File: config.mk
export PLATFORM = sky130hd
export DESIGN_NAME = utf8_to_utf16_transcoder_flat
export DESIGN_NICKNAME = d
export VERILOG_FILES = /design/src/rtl/core/u8u16_pkg.sv /design/src/rtl/core/u8u16_if.sv /design/src/rtl/core/utf8_to_utf16_transcoder.sv /design/src/rtl/core/u8u16_step.sv /design/src/flat_wrapper.sv
export VERILOG_INCLUDE_DIRS = /design/src /design/src/rtl/core
export SDC_FILE = /design/constraint.sdc
export NUM_CORES = 1
export LEC_CHECK = 0
export ABC_AREA = 1
export BUFFER_PORTS_ARGS = -buffer_cell sky130_fd_sc_hd__clkbuf_2
export CAP_MARGIN = 25
export CORE_UTILIZATION = 38
export DETAILED_ROUTE_END_ITERATION = 10
export HOLD_SLACK_MARGIN = 0.03
export PLACE_DENSITY = 0.55
export SLEW_MARGIN = 20
export SYNTH_ARGS = -nofsm -noshare
export SYNTH_HDL_FRONTEND = slang
export SYNTH_SLANG_ARGS = --single-unit
File: constraint.sdc
create_clock -name clk -period 6.4 [get_ports clk]
set_input_delay 0.64 -clock clk [delete_from_list [all_inputs] [get_ports clk]]
set_output_delay 0.64 -clock clk [all_outputs]
set_load 0.02 [all_outputs]
File: src/rtl/core/utf8_to_utf16_transcoder_defines.svh
// Assertion macros for the UTF-8 to UTF-16 transcoder.
// No dependencies; included by the files that carry concurrent checks.
`ifndef UTF8_TO_UTF16_TRANSCODER_DEFINES_SVH
`define UTF8_TO_UTF16_TRANSCODER_DEFINES_SVH

`ifndef SYNTHESIS
// Check that expr holds at every clock edge outside reset.
`define U8U16_ASSERT_ALWAYS(lbl, clk, rst_n, expr) \
	lbl: assert property (@(posedge clk) disable iff (!(rst_n)) (expr)) \
		else $error("assertion failed");
// Check that cons holds at the edge after ante.
`define U8U16_ASSERT_NEXT(lbl, clk, rst_n, ante, cons) \
	lbl: assert property (@(posedge clk) disable iff (!(rst_n)) (ante) |=> (cons)) \
		else $error("assertion failed");
`else
`define U8U16_ASSERT_ALWAYS(lbl, clk, rst_n, expr)
`define U8U16_ASSERT_NEXT(lbl, clk, rst_n, ante, cons)
`endif

`endif

File: src/rtl/core/u8u16_pkg.sv
// Shared types and constants for the UTF-8 to UTF-16 transcoder.
// No dependencies.
`timescale 1ns / 1ps

package u8u16_pkg;

	localparam logic [15:0] CAP_RESET   = 16'd256;
	localparam int          QUEUE_DEPTH = 4;

	typedef enum logic [1:0] {
		KIND_DATA = 2'd0,
		KIND_ZERO = 2'd1,
		KIND_BAD  = 2'd2,
		KIND_FULL = 2'd3
	} kind_t;

	typedef struct packed {
		logic [15:0] code_unit;
		kind_t       unit_kind;
		logic        last;
	} unit_t;

	typedef struct packed {
		logic [30:0] acc;
		logic [2:0]  pend;
		logic [15:0] space;
		logic        fin;
	} dec_state_t;

endpackage

File: src/rtl/core/u8u16_if.sv
// Handshake channels of the transcoder: input bytes, output units, config writes.
// Depends on u8u16_pkg.
`timescale 1ns / 1ps

interface u8u16_in_if;
	logic       valid;
	logic       ready;
	logic [7:0] in_byte;
	logic       start_string;

	modport source (output valid, output in_byte, output start_string, input ready);
	modport sink   (input valid, input in_byte, input start_string, output ready);
endinterface

interface u8u16_out_if;
	logic                 valid;
	logic                 ready;
	logic [15:0]          code_unit;
	u8u16_pkg::kind_t     unit_kind;
	logic                 last;

	modport source (output valid, output code_unit, output unit_kind, output last,
		input ready);
	modport sink   (input valid, input code_unit, input unit_kind, input last,
		output ready);
endinterface

interface u8u16_cfg_if;
	logic        valid;
	logic        ready;
	logic [15:0] data;

	modport source (output valid, output data, input ready);
	modport sink   (input valid, input data, output ready);
endinterface

File: src/rtl/core/utf8_to_utf16_transcoder.sv
// Top level of the UTF-8 to UTF-16 transcoder: input register, decode step,
// output unit queue. Depends on u8u16_pkg, u8u16_if, u8u16_step and the defines header.
`timescale 1ns / 1ps
`include "utf8_to_utf16_transcoder_defines.svh"

// Takes one UTF-8 byte per cycle while the queue has room and returns UTF-16
// units. A byte is registered, decoded from that register once the queue has
// room, and its units enter a four-entry output queue. Bytes are taken back to
// back as long as the queue has two free entries; a surrogate pair occupies two
// queue entries, and the output gives one unit per cycle while out_stream.ready
// is held. The capacity register is read only when start_string is set, so a
// write applies from the next string on.

module utf8_to_utf16_transcoder (
	input  logic        clk,
	input  logic        arst_n,
	u8u16_cfg_if.sink   cfg,
	u8u16_in_if.sink    in_stream,
	u8u16_out_if.source out_stream
);
	import u8u16_pkg::*;

	localparam int PTR_W = $clog2(QUEUE_DEPTH);
	localparam int CNT_W = $clog2(QUEUE_DEPTH + 1);

	logic [15:0]      cap_q;
	logic             valid_s1;
	logic [7:0]       byte_s1;
	logic             start_s1;
	dec_state_t       state_q;
	dec_state_t       state_nxt;
	logic [1:0]       n_units;
	unit_t            unit0;
	unit_t            unit1;
	unit_t            queue_q [QUEUE_DEPTH];
	logic [PTR_W-1:0] wr_ptr_q;
	logic [PTR_W-1:0] rd_ptr_q;
	logic [CNT_W-1:0] cnt_q;
	logic             fire;
	logic             pop;
	logic [1:0]       push_n;

	// config register
	assign cfg.ready = 1'b1;
	always_ff @(posedge clk or negedge arst_n) begin
		if (!arst_n) begin
			cap_q <= CAP_RESET;
		end else if (cfg.valid) begin
			cap_q <= cfg.data;
		end
	end

	// decode a byte only when both of its possible units fit in the queue
	assign fire            = valid_s1 && (cnt_q <= CNT_W'(QUEUE_DEPTH - 2));
	assign in_stream.ready = !valid_s1 || fire;
	assign pop             = out_stream.valid && out_stream.ready;
	assign push_n          = fire ? n_units : 2'd0;

	always_ff @(posedge clk or negedge arst_n) begin
		if (!arst_n) begin
			valid_s1 <= 1'b0;
		end else if (in_stream.valid && in_stream.ready) begin
			valid_s1 <= 1'b1;
		end else if (fire) begin
			valid_s1 <= 1'b0;
		end
	end

	always_ff @(posedge clk) begin
		if (in_stream.valid && in_stream.ready) begin
			byte_s1  <= in_stream.in_byte;
			start_s1 <= in_stream.start_string;
		end
	end

	u8u16_step u_step (
		.cur          (state_q),
		.in_byte      (byte_s1),
		.start_string (start_s1),
		.cap          (cap_q),
		.nxt          (state_nxt),
		.n_units      (n_units),
		.unit0        (unit0),
		.unit1        (unit1)
	);

	always_ff @(posedge clk or negedge arst_n) begin
		if (!arst_n) begin
			state_q <= '{acc: '0, pend: '0, space: CAP_RESET, fin: 1'b0};
		end else if (fire) begin
			state_q <= state_nxt;
		end
	end

	// output queue
	always_ff @(posedge clk) begin
		if (push_n != 2'd0) begin
			queue_q[wr_ptr_q] <= unit0;
		end
		if (push_n == 2'd2) begin
			queue_q[wr_ptr_q + PTR_W'(1)] <= unit1;
		end
	end

	always_ff @(posedge clk or negedge arst_n) begin
		if (!arst_n) begin
			wr_ptr_q <= '0;
			rd_ptr_q <= '0;
			cnt_q    <= '0;
		end else begin
			wr_ptr_q <= wr_ptr_q + PTR_W'(push_n);
			rd_ptr_q <= rd_ptr_q + PTR_W'(pop);
			cnt_q    <= cnt_q + CNT_W'(push_n) - CNT_W'(pop);
		end
	end

	assign out_stream.valid     = (cnt_q != '0);
	assign out_stream.code_unit = queue_q[rd_ptr_q].code_unit;
	assign out_stream.unit_kind = queue_q[rd_ptr_q].unit_kind;
	assign out_stream.last      = queue_q[rd_ptr_q].last;

	`U8U16_ASSERT_ALWAYS(a_queue_bound, clk, arst_n, cnt_q <= CNT_W'(QUEUE_DEPTH))
	`U8U16_ASSERT_ALWAYS(a_quiet_after_end, clk, arst_n,
		!(fire && state_q.fin && !start_s1) || (n_units == 2'd0))
	`U8U16_ASSERT_ALWAYS(a_pair_is_data, clk, arst_n,
		!(fire && n_units == 2'd2) || (!unit0.last && !unit1.last))
	`U8U16_ASSERT_NEXT(a_space_shrinks, clk, arst_n, fire && !start_s1,
		state_q.space <= $past(state_q.space))

endmodule

File: src/rtl/core/u8u16_step.sv
// Per-byte decode step: next decoder state and up to two UTF-16 units.
// Depends on u8u16_pkg.
`timescale 1ns / 1ps

module u8u16_step (
	input  u8u16_pkg::dec_state_t cur,
	input  logic [7:0]            in_byte,
	input  logic                  start_string,
	input  logic [15:0]           cap,
	output u8u16_pkg::dec_state_t nxt,
	output logic [1:0]            n_units,
	output u8u16_pkg::unit_t      unit0,
	output u8u16_pkg::unit_t      unit1
);
	import u8u16_pkg::*;

	dec_state_t  st;
	logic [30:0] acc_sh;
	logic [30:0] cp;
	logic [30:0] cp_off;
	logic        emit_req;
	logic        term;
	kind_t       term_kind;
	logic        big;

	always_comb begin
		st = cur;
		if (start_string) begin
			st.acc   = '0;
			st.pend  = '0;
			st.space = cap;
			st.fin   = 1'b0;
		end
		acc_sh    = {st.acc[24:0], in_byte[5:0]};
		nxt       = st;
		n_units   = 2'd0;
		unit0     = '{code_unit: 16'd0, unit_kind: KIND_DATA, last: 1'b0};
		unit1     = '{code_unit: 16'd0, unit_kind: KIND_DATA, last: 1'b0};
		emit_req  = 1'b0;
		cp        = '0;
		term      = 1'b0;
		term_kind = KIND_DATA;

		if (!st.fin) begin
			if (st.pend != 3'd0) begin
				if (in_byte[7:6] != 2'b10) begin
					term      = 1'b1;
					term_kind = KIND_BAD;
				end else begin
					nxt.pend = st.pend - 3'd1;
					if (st.pend == 3'd1) begin
						emit_req = 1'b1;
						cp       = acc_sh;
						nxt.acc  = '0;
					end else begin
						nxt.acc = acc_sh;
					end
				end
			end else if (in_byte == 8'd0) begin
				term      = 1'b1;
				term_kind = KIND_ZERO;
			end else if (!in_byte[7]) begin
				emit_req = 1'b1;
				cp       = {23'd0, in_byte};
			end else if (in_byte[7:5] == 3'b110) begin
				nxt.acc  = {26'd0, in_byte[4:0]};
				nxt.pend = 3'd1;
			end else if (in_byte[7:4] == 4'b1110) begin
				nxt.acc  = {27'd0, in_byte[3:0]};
				nxt.pend = 3'd2;
			end else if (in_byte[7:3] == 5'b11110) begin
				nxt.acc  = {28'd0, in_byte[2:0]};
				nxt.pend = 3'd3;
			end else if (in_byte[7:2] == 6'b111110) begin
				nxt.acc  = {29'd0, in_byte[1:0]};
				nxt.pend = 3'd4;
			end else if (in_byte[7:1] == 7'b1111110) begin
				nxt.acc  = {30'd0, in_byte[0]};
				nxt.pend = 3'd5;
			end else begin
				term      = 1'b1;
				term_kind = KIND_BAD;
			end
		end

		big    = (cp[30:16] != 15'd0);
		cp_off = cp - 31'h0001_0000;

		if (emit_req) begin
			if (cp == 31'd0) begin
				term      = 1'b1;
				term_kind = KIND_ZERO;
			end else if (big ? (st.space < 16'd6) : (st.space < 16'd4)) begin
				// unit(s) plus terminator no longer fit
				term      = 1'b1;
				term_kind = KIND_FULL;
			end else if (!big) begin
				nxt.space       = st.space - 16'd2;
				n_units         = 2'd1;
				unit0.code_unit = cp[15:0];
			end else begin
				nxt.space       = st.space - 16'd4;
				n_units         = 2'd2;
				unit0.code_unit = cp_off[25:10] + 16'hD800;
				unit1.code_unit = {6'b110111, cp_off[9:0]};
			end
		end

		if (term) begin
			nxt.fin   = 1'b1;
			nxt.pend  = '0;
			nxt.acc   = '0;
			n_units   = 2'd1;
			unit0     = '{code_unit: 16'd0, unit_kind: term_kind, last: 1'b1};
		end
	end

endmodule
File: src/flat_wrapper.sv
// flat-port wrapper written by rule: the top's interface ports become plain ports
module utf8_to_utf16_transcoder_flat import u8u16_pkg::*;
  (clk, arst_n, cfg_valid, cfg_data, cfg_ready, in_stream_valid, in_stream_in_byte, in_stream_start_string, in_stream_ready, out_stream_valid, out_stream_code_unit, out_stream_unit_kind, out_stream_last, out_stream_ready);
  u8u16_cfg_if cfg_i ();
  u8u16_in_if in_stream_i ();
  u8u16_out_if out_stream_i ();
  input  logic clk;
  input  logic arst_n;
  input wire logic [$bits(cfg_i.valid)-1:0] cfg_valid;
  input wire logic [$bits(cfg_i.data)-1:0] cfg_data;
  output wire logic [$bits(cfg_i.ready)-1:0] cfg_ready;
  input wire logic [$bits(in_stream_i.valid)-1:0] in_stream_valid;
  input wire logic [$bits(in_stream_i.in_byte)-1:0] in_stream_in_byte;
  input wire logic [$bits(in_stream_i.start_string)-1:0] in_stream_start_string;
  output wire logic [$bits(in_stream_i.ready)-1:0] in_stream_ready;
  output wire logic [$bits(out_stream_i.valid)-1:0] out_stream_valid;
  output wire logic [$bits(out_stream_i.code_unit)-1:0] out_stream_code_unit;
  output wire logic [$bits(out_stream_i.unit_kind)-1:0] out_stream_unit_kind;
  output wire logic [$bits(out_stream_i.last)-1:0] out_stream_last;
  input wire logic [$bits(out_stream_i.ready)-1:0] out_stream_ready;
  assign cfg_i.valid = cfg_valid;
  assign cfg_i.data = cfg_data;
  assign cfg_ready = cfg_i.ready;
  assign in_stream_i.valid = in_stream_valid;
  assign in_stream_i.in_byte = in_stream_in_byte;
  assign in_stream_i.start_string = in_stream_start_string;
  assign in_stream_ready = in_stream_i.ready;
  assign out_stream_valid = out_stream_i.valid;
  assign out_stream_code_unit = out_stream_i.code_unit;
  assign out_stream_unit_kind = out_stream_i.unit_kind;
  assign out_stream_last = out_stream_i.last;
  assign out_stream_i.ready = out_stream_ready;
  utf8_to_utf16_transcoder u_core (.clk(clk), .arst_n(arst_n), .cfg(cfg_i), .in_stream(in_stream_i), .out_stream(out_stream_i));
endmodule
Word-level counts from Yosys, hierarchy flattened

Memories as Yosys holds them, arrays and structs flattened.
Cells that the tools add are included.

$add $sub $neg: 10
Order comparisons: 3
Equality and inequality tests: 8
Multiplexer cells: 78
Reductions and logical operators: 12

Operator list:

| kind                                                         | number |
|---|---|
| two-way mux 34 bit                                           | 11 |
| two-way mux 16 bit                                           | 12 |
| two-way mux 31 bit                                           | 5 |
| two-way mux 51 bit                                           | 1 |
| two-way mux 2 bit                                            | 19 |
| less-than comparator 16 x 3 -> 1 bit (second input constant) | 2 |
| logical NOT 31 bit                                           | 1 |
| two-way mux 1 bit                                            | 27 |
| subtractor 26 x 17 -> 26 bit (second input constant)         | 1 |
| two-way mux 19 bit                                           | 1 |
| adder 16 bit (second input constant)                         | 1 |
| subtractor 16 x 2 -> 16 bit (second input constant)          | 1 |
| subtractor 16 x 3 -> 16 bit (second input constant)          | 1 |
| nonzero test 15 bit                                          | 1 |
| two-way mux 7 bit                                            | 2 |
| logical NOT 8 bit                                            | 1 |
| equality test 7 bit (second input constant)                  | 1 |
| equality test 6 bit (second input constant)                  | 1 |
| nonzero test 3 bit                                           | 2 |
| equality test 5 bit (second input constant)                  | 1 |
| equality test 4 bit (second input constant)                  | 1 |
| nonzero test 2 bit                                           | 2 |
| adder 3 x 2 -> 3 bit                                         | 1 |
| equality test 3 x 1 -> 1 bit (second input constant)         | 1 |
| other kinds (12)                                             | 14 |

Register bits: 84
RAM bits: 76
Input bits: 30
Word-level logic and storage cells: 123
Memories kept: 1

Memory list:

| memory         | words | bits a word | read ports | clocked after memory_dff | wr ports | RTL line                       | source |
|---|---|---|---|---|---|---|---|
| u_core.queue_q | 4     | 19          | 1          | 0                        | 2        | utf8_to_utf16_transcoder.sv:35 | `unit_t queue_q [QUEUE_DEPTH];` |

Logic depth before layout (Yosys ltp)

Gate-level depths: netlist of the first run.

Depth after elaboration: 18
Mapped depth: 25
Mapped depth without buffers: 23

Hierarchy

Synthesis of the first run repeated with hierarchy kept, for this count alone.

Cells, all modules: 1594
Area total of the unflattened synthesis: 11603.6 µm²

Modules (own cells, without submodules):

| module                   | instances | cells each | area each (µm²) | sequential area each (µm²) |
|---|---|---|---|---|
| utf8_to_utf16_transcoder | 1         | 782        | 7628.6          | 4431.8 |
| u8u16_step               | 1         | 812        | 3975.1          | 0.0 |

Least setup slack after synthesis of the first run

Ideal clock, no wire load.

Kind: register -> register
From: register u_core.start_s1
To: memory u_core.queue_q[2][10] (netlist bit) (enable)
Arrival: 3.664 ns
Required time: 6.034 ns
Slack: 2.370 ns
Cell stages (with the launch flop): 23
Path buffers: 5
Cells stage by stage: edfxtp_1 -> buf_2 -> buf_2 -> nor2_1 -> inv_1 -> ha_1 -> nand2_1 -> nand2_2 -> nor2_2 -> buf_4 -> clkbuf_1 -> nand2_1 -> ha_1 -> nand2_1 -> nor2_4 -> nand2_4 -> nand2_4 -> nor3_4 -> inv_2 -> nand2_4 -> nand2_4 -> buf_6 -> nand2_1

RTL lines:

| element                | RTL line                       | source |
|---|---|---|
| start, declared        | utf8_to_utf16_transcoder.sv:29 | `logic start_s1;` |
| start signal, assigned | utf8_to_utf16_transcoder.sv:72 | `start_s1 <= in_stream.start_string;` |
| end, declared          | utf8_to_utf16_transcoder.sv:35 |  |

==> metrics.yaml, run 1 <==
wl_per_cell_um: 16.0
r2r_end: "u_core.queue_q[2][11]"
numClockSinks: 152
finalHoldViolations: 0
drive_gt1_share_pct: 11.0
outcome: "finished clean"
fin_crit_sh_pct: 81.4
p_leak_nw: 4.48
postSynthAreaPerCell_um2: 7.67
min_path_type: "primary input to asynchronous set/reset pin"
insertion_delay_ns: 0.43
reg2reg_slack_ns: 1.19
end_kind: "flop"
finalNetCount: 1273
grt_usage_pct: 21.1
finClkSkew_ns: 0.0106
first_global_vias: 7601
grt_max_degree: 68
cp.arrival_ns: 5.27
synth_cell_type_count: 50
dieArea_um2: 25100
rsz0062_at_grt: "false"
tns_ns: 0
num_io_pins: 52
die_x_um: 158
ant_nets: 0
worstSetupStartpointType: "flop"
ys_seq_area_share_pct: 43.9
post-cts-setup-buffers: 0
ff2ff_path_depth: 22
gp_congestion: 0.882
drt_iter0_drc: 499
cts_root_buf: "clkbuf_16"
layout_min_cycle_time_ns: 5.21
dp_hpwl_um: 17300
remaining_drc_errors: 0
cts_buffer_depth: 2
syn-num-nets: 1256
grt-ovfl-total: 0
critical_path_class: "flop to flop"
tightest_slew_ns: 1.00
ys_ff_latch: 152
crit_path_max_fanout: 28
synthCells: 1211
cts_resized: 0
slew_viol_final: 0
yosys_warnings: 0
cts_tree: "done"
synth_edf_count: 69
area_growth_pct: 11.3
postPlaceCellArea_um2: 9730
ys.flop_type: "edfxtp_1"
drtPass1Iterations: 5
setup_viol: 0
antenna_found_initial: 0
required_ns: 6.45
h-tree-depth: 4
viasPerCell: 5.19
vias: 8088
syn-cell-area_um2: 9280
fin_area_um2: 10300
cellPowerDensity_nw_per_um2: 437
synth-async-reset-ratio_pct: 44.1
coreArea_um2: 23700
die_y_um: 158
numCtsBuffers: 17
portBuffers: 49
ir_drop_v: 0.000166
drv_cap: 0
drt_wl_total_um: 24900
fp-row-count: 56
grt_pass1_wl_um: 40600
start_util_pct: 39.2
r2r_start: "u_core.start_s1"
diodes: 0
relSlewSlack_pct: 33.1
cts_hold_buf: 0
clk_pin_slew_worst_paths_ns: 0.07
fmax_ghz: 0.192
-- worst max-delay path by stage --
stage                          from                    end  depth (start not counted)
global placement    u_core.start_s1   u_core.queue_q[2][5]                         22
CTS                 u_core.start_s1  u_core.queue_q[1][14]                         22
detailed placement  u_core.start_s1   u_core.queue_q[1][5]                         22
floorplan           u_core.start_s1  u_core.queue_q[2][10]                         22
global route        u_core.start_s1  u_core.queue_q[1][13]                         22
finish              u_core.start_s1  u_core.queue_q[2][11]                         22
-- worst max-delay path, stage by stage, from the launching register on --
cell and delay (ns):
edfxtp_1 0.52, nor2_1 0.34, inv_1 0.11, ha_1 0.22, nand2_1 0.31, nand2_2 0.15, inv_2 0.10, nand2_1 0.06
buf_4 0.18, nor2_1 0.20, inv_1 0.13, ha_1 0.26, nand2_1 0.15, nor2_4 0.07, nand2_4 0.26, nor2_2 0.09
nand2_2 0.21, nand2_2 0.10, nand4_1 0.10, nand2_2 0.09, nand2_4 0.28, nand2_4 0.23, nand2_1 0.64
-- metrics by stage --
step | utilization, % | worst slack, ns | hold slack, ns | cells | total power (W)
final | 43.6 | 1.19 | 0.312 | 1559 | 0.00451
after global routing | 43.6 | 0.680 | 0.373 | 1559 | 0.00487
after CTS | 43.6 | 1.20 | 0.370 | 1559 | 0.00455
after detailed placement | 41.1 | 1.23 | 0.457 | 1528 | 0.00350
after global placement | 41.0 | 1.32 | 0.454 | 1527 | 0.00346
after floorplan | - | 2.37 | 0.344 | 1211 | 0.00292
-- routing by layer --
layer  routed length (um)  track usage, %
met5                    0               0
met4                  293            6.27
met3                 1150            2.97
met2                11300            34.5
met1                12100            29.0
-- cell usage after synthesis (12+ instances only) --
| master | n | area, um2 |
|---|---|---|
| nand3_1 | 84 | 420 |
| inv_2 | 12 | 45.0 |
| o22ai_1 | 40 | 250 |
| dfxtp_1 | 16 | 320 |
| inv_1 | 131 | 492 |
| xor2_1 | 19 | 166 |
| nor2_1 | 137 | 514 |
| nand2_1 | 249 | 935 |
| o21ai_1 | 34 | 170 |
| buf_2 | 13 | 65.1 |
| a21oi_1 | 18 | 90.1 |
| o21ai_0 | 151 | 756 |
| clkbuf_1 | 36 | 135 |
| o221ai_1 | 18 | 158 |
| ha_1 | 14 | 175 |
| dfrtp_1 | 65 | 1630 |
| edfxtp_1 | 69 | 2070 |
-- area by class of cell --
| cell class | instances | area [um2] |
|---|---|---|
| Sequential cell | 152 | 4070 |
| Timing Repair Buffer | 59 | 343 |
| Inverter | 146 | 548 |
| Fill cell | 2474 | 13400 |
| Tap cell | 319 | 399 |
| Clock inverter | 14 | 173 |
| Multi-Input combinational cell | 852 | 4370 |
| Clock buffer | 17 | 425 |
-- state kept, by name, indices dropped and copies added (netlist names) --
name and cells:
u_core.queue_q 76, u_core.state_q 44, u_core.cap_q 15, u_core.byte_s1 8
u_core.cnt_q 3, u_core.rd_ptr_q 2, u_core.wr_ptr_q 2, u_core.start_s1 1
u_core.valid_s1 1
-- placed cells by master, fill, tap and decap left out, drive strengths merged --
cell type and count:
dfxtp 16, o21ai 186, clkinvlp 1, o311ai 1, dfrtp 65, inv 146
o21bai 2, nand3 86, nand3b 1, edfxtp 69, nor2 141, a21boi 1
dfstp 2, mux2 7, a211oi 7, nand4 6, buf 11, nand2 265
o41ai 1, nor4 3, a221oi 1, o221ai 18, o21a 2, bufinv 3
a31oi 5, fa 1, ha 14, o22ai 40, xor2 19, a32oi 1
nor3 5, a22oi 2, o211ai 10, clkbuf 65, conb 1, clkinv 10
xnor2 6, o31ai 2, a21oi 18
-- power by group --
part           switching (W)  internal (W)
sequential          0.000130       0.00128
combinational        0.00146      0.000606
clock               0.000423      0.000614
-- logic make-up (layout without fill, tap and decap cells) --
logic type | count (synthesis) | in the layout | share of synthesized area [%]
AND/OR/NAND/NOR | 507 | 507 | 23.4
XOR/XNOR | 25 | 25 | 2.36
other | 1 | 1 | 0.0404
multiplexers | 7 | 7 | 0.849
buffers and inverters | 207 | 236 | 9.15
adder cells (fa/ha/maj) | 15 | 15 | 2.10
AO/OA/AOI/OAI | 297 | 297 | 18.3
flip-flops | 152 | 152 | 43.9
(Power assumes the default switching activity.)
==> run 2, diff against run 1 <==
==> constraint.sdc (replaced) <==
create_clock -name clk -period 5.3 [get_ports clk]
set_input_delay 0.53 -clock clk [delete_from_list [all_inputs] [get_ports clk]]
set_output_delay 0.53 -clock clk [all_outputs]
set_load 0.02 [all_outputs]
==> metrics.yaml, run 2 (synthesis gave the netlist of run 1 again) <==
p_leak_nw: 4.45
vias: 8112
top_register: "u_core.queue_q"
grt_pass1_wl_um: 40800
wl_per_cell_um: 16.2
worstSetupStartpointType: "flop"
reg.largest.list: "u_core.queue_q: 76 flops, u_core.state_q: 44 flops, u_core.cap_q: 15 flops"
drv_cap: 0
cts_tree: "done"
cts_root_buf: "clkbuf_16"
instances_no_fill: 1565
pwr-share-clk_pct: 20.7
drt_iter0_drc: 586
coreArea_um2: 23700
dp_hpwl_um: 17400
crit_path_frequent_cell: "nand2_1"
antenna_found_initial: 0
ant_nets: 0
crit_path_max_incr_delay_ns: 0.65
worstPathBufferInverterCount: 5
h-tree-depth: 4
insertion_delay_ns: 0.43
postPlaceCellArea_um2: 9740
finClkSkew_ns: 0.00840
die_y_um: 158
first_global_vias: 7599
num_io_pins: 52
required_ns: 5.36
multi_input_area_um2: 4370
tns_ns: 0
gp_congestion: 0.852
numClockSinks: 152
area_growth_pct: 10.9
viasPerCell: 5.18
switching_share_pct: 45.9
numCtsBuffers: 17
layout_min_cycle_time_ns: 4.72
drive_gt1_share_pct: 11.2
crit_family: "simple AND/OR/NAND/NOR gates"
grt-ovfl-total: 0
fin_hold_ws_ns: 0.272
finalHoldViolations: 0
drt_wl_total_um: 25300
largest_reg_flops: 76
power_frac_seq_pct: 31.6
min_path_type: "primary input to flop"
portBuffers: 49
reg2reg_slack_ns: 0.58
grt_max_degree: 68
rsz0062_at_grt: "false"
tightest_slew_ns: 0.969
fin_crit_sh_pct: 89.2
layout_common_cells: "249 x nand2_1, 151 x o21ai_0, 136 x nor2_1, 131 x inv_1, 84 x nand3_1"
power.internal_w: 0.00287
drtPass1Iterations: 9
finalNetCount: 1279
critical_path_class: "flop to flop"
grt_usage_pct: 21.2
nFillCells: 2511
fp-row-count: 56
fmax_ghz: 0.212
final_util_pct: 43.4
power.switching_w: 0.00244
cellPowerDensity_nw_per_um2: 516
cts_resized: 0
ir_drop_v: 0.000215
pwr-share-comb_pct: 47.7
cp.arrival_ns: 4.78
remaining_drc_errors: 0
outcome: "finished clean"
place_inst: 1532
die_x_um: 158
slew_viol_final: 0
setup_viol: 0
diodes: 0
crit_path_max_fanout: 39
end_kind: "flop"
start_util_pct: 39.2
seqCellArea_um2: 4070
clk_pin_slew_worst_paths_ns: 0.06
slowest_stage: "nand2_1"
final_common_cell: "nand2_1"
dieArea_um2: 25100
fin_area_um2: 10300
path_cells: "buf_4 > inv_2 > nand2_1 > buf_4 > inv_2 > nor2_1 > nand2_1 > nor2_1 > inv_1 > ha_1 > nand2_1 > nor2_4 > nand2_4 > nor2_2 > nand2_2 > nand2_2 > nand4_1 > nand2_2 > nand2_4 > nand2_4 > nand2_1"
cts_buffer_depth: 2
relSlewSlack_pct: 35.2
==> run 2: what timing repair did <==
action,in CTS,in global routing
buffers inserted,0,0
hold endpoints to repair,0,14
hold buffers,0,1
==> run 2: worst paths after layout <==
kind	startpoint	to	depth (start not counted)
max	u_core.start_s1	u_core.queue_q[0][13]	21
min	in_stream_in_byte[5]	u_core.byte_s1[5]	1
max reg2reg	u_core.start_s1	u_core.queue_q[0][13]	21
min reg2reg	u_core.queue_q[2][0]	u_core.queue_q[2][0]	2
max in group asynchronous	arst_n	u_core.cap_q[8]	3
min in group asynchronous	arst_n	u_core.state_q[12]	2
==> run 2: layout make-up <==
type / instances / share of cell area [%]
tap: 319 / 3.88
inverter: 146 / 5.33
clock buffer: 19 / 4.21
clock inverter: 12 / 0.766
timing repair buffer: 65 / 3.79
sequential: 152 / 39.6
multi-input combinational: 852 / 42.5
==> run 2: metal layers <==
layer / up-vias / GRT usage [%] / part of all wire (%)
li1: 4113 / - / -
met2: 206 / 33.0 / 45
met4: 0 / 6.14 / 1.5
met5: - / 0 / 0
met3: 29 / 3.21 / 4.7
met1: 3764 / 30.3 / 48
==> run 2: worst reg2reg max path: cells and delay by family (launching register included) <==
kind,cells,cell delay (ns)
simple gates,15,2.69
buf+inv,5,1.00
flops,1,0.37
fa+ha+maj,1,0.26
==> run 2: through the flow <==
step                      power [W]  worst slack (ns)
after detailed placement    0.00424             0.540
final                       0.00531             0.575
after global routing        0.00572             0.114
after floorplan             0.00353              1.27
after global placement      0.00421             0.548
after CTS                   0.00534             0.535
==> run 2: power groups by stage <==
stage                     Sequential [W]  Combinational [W]  Clock (W)
after CTS                        0.00168            0.00254    0.00111
after global placement           0.00169            0.00252          0
after global routing             0.00171            0.00284    0.00117
after detailed placement         0.00170            0.00254          0
final                            0.00168            0.00253    0.00110
after floorplan                  0.00166            0.00187          0
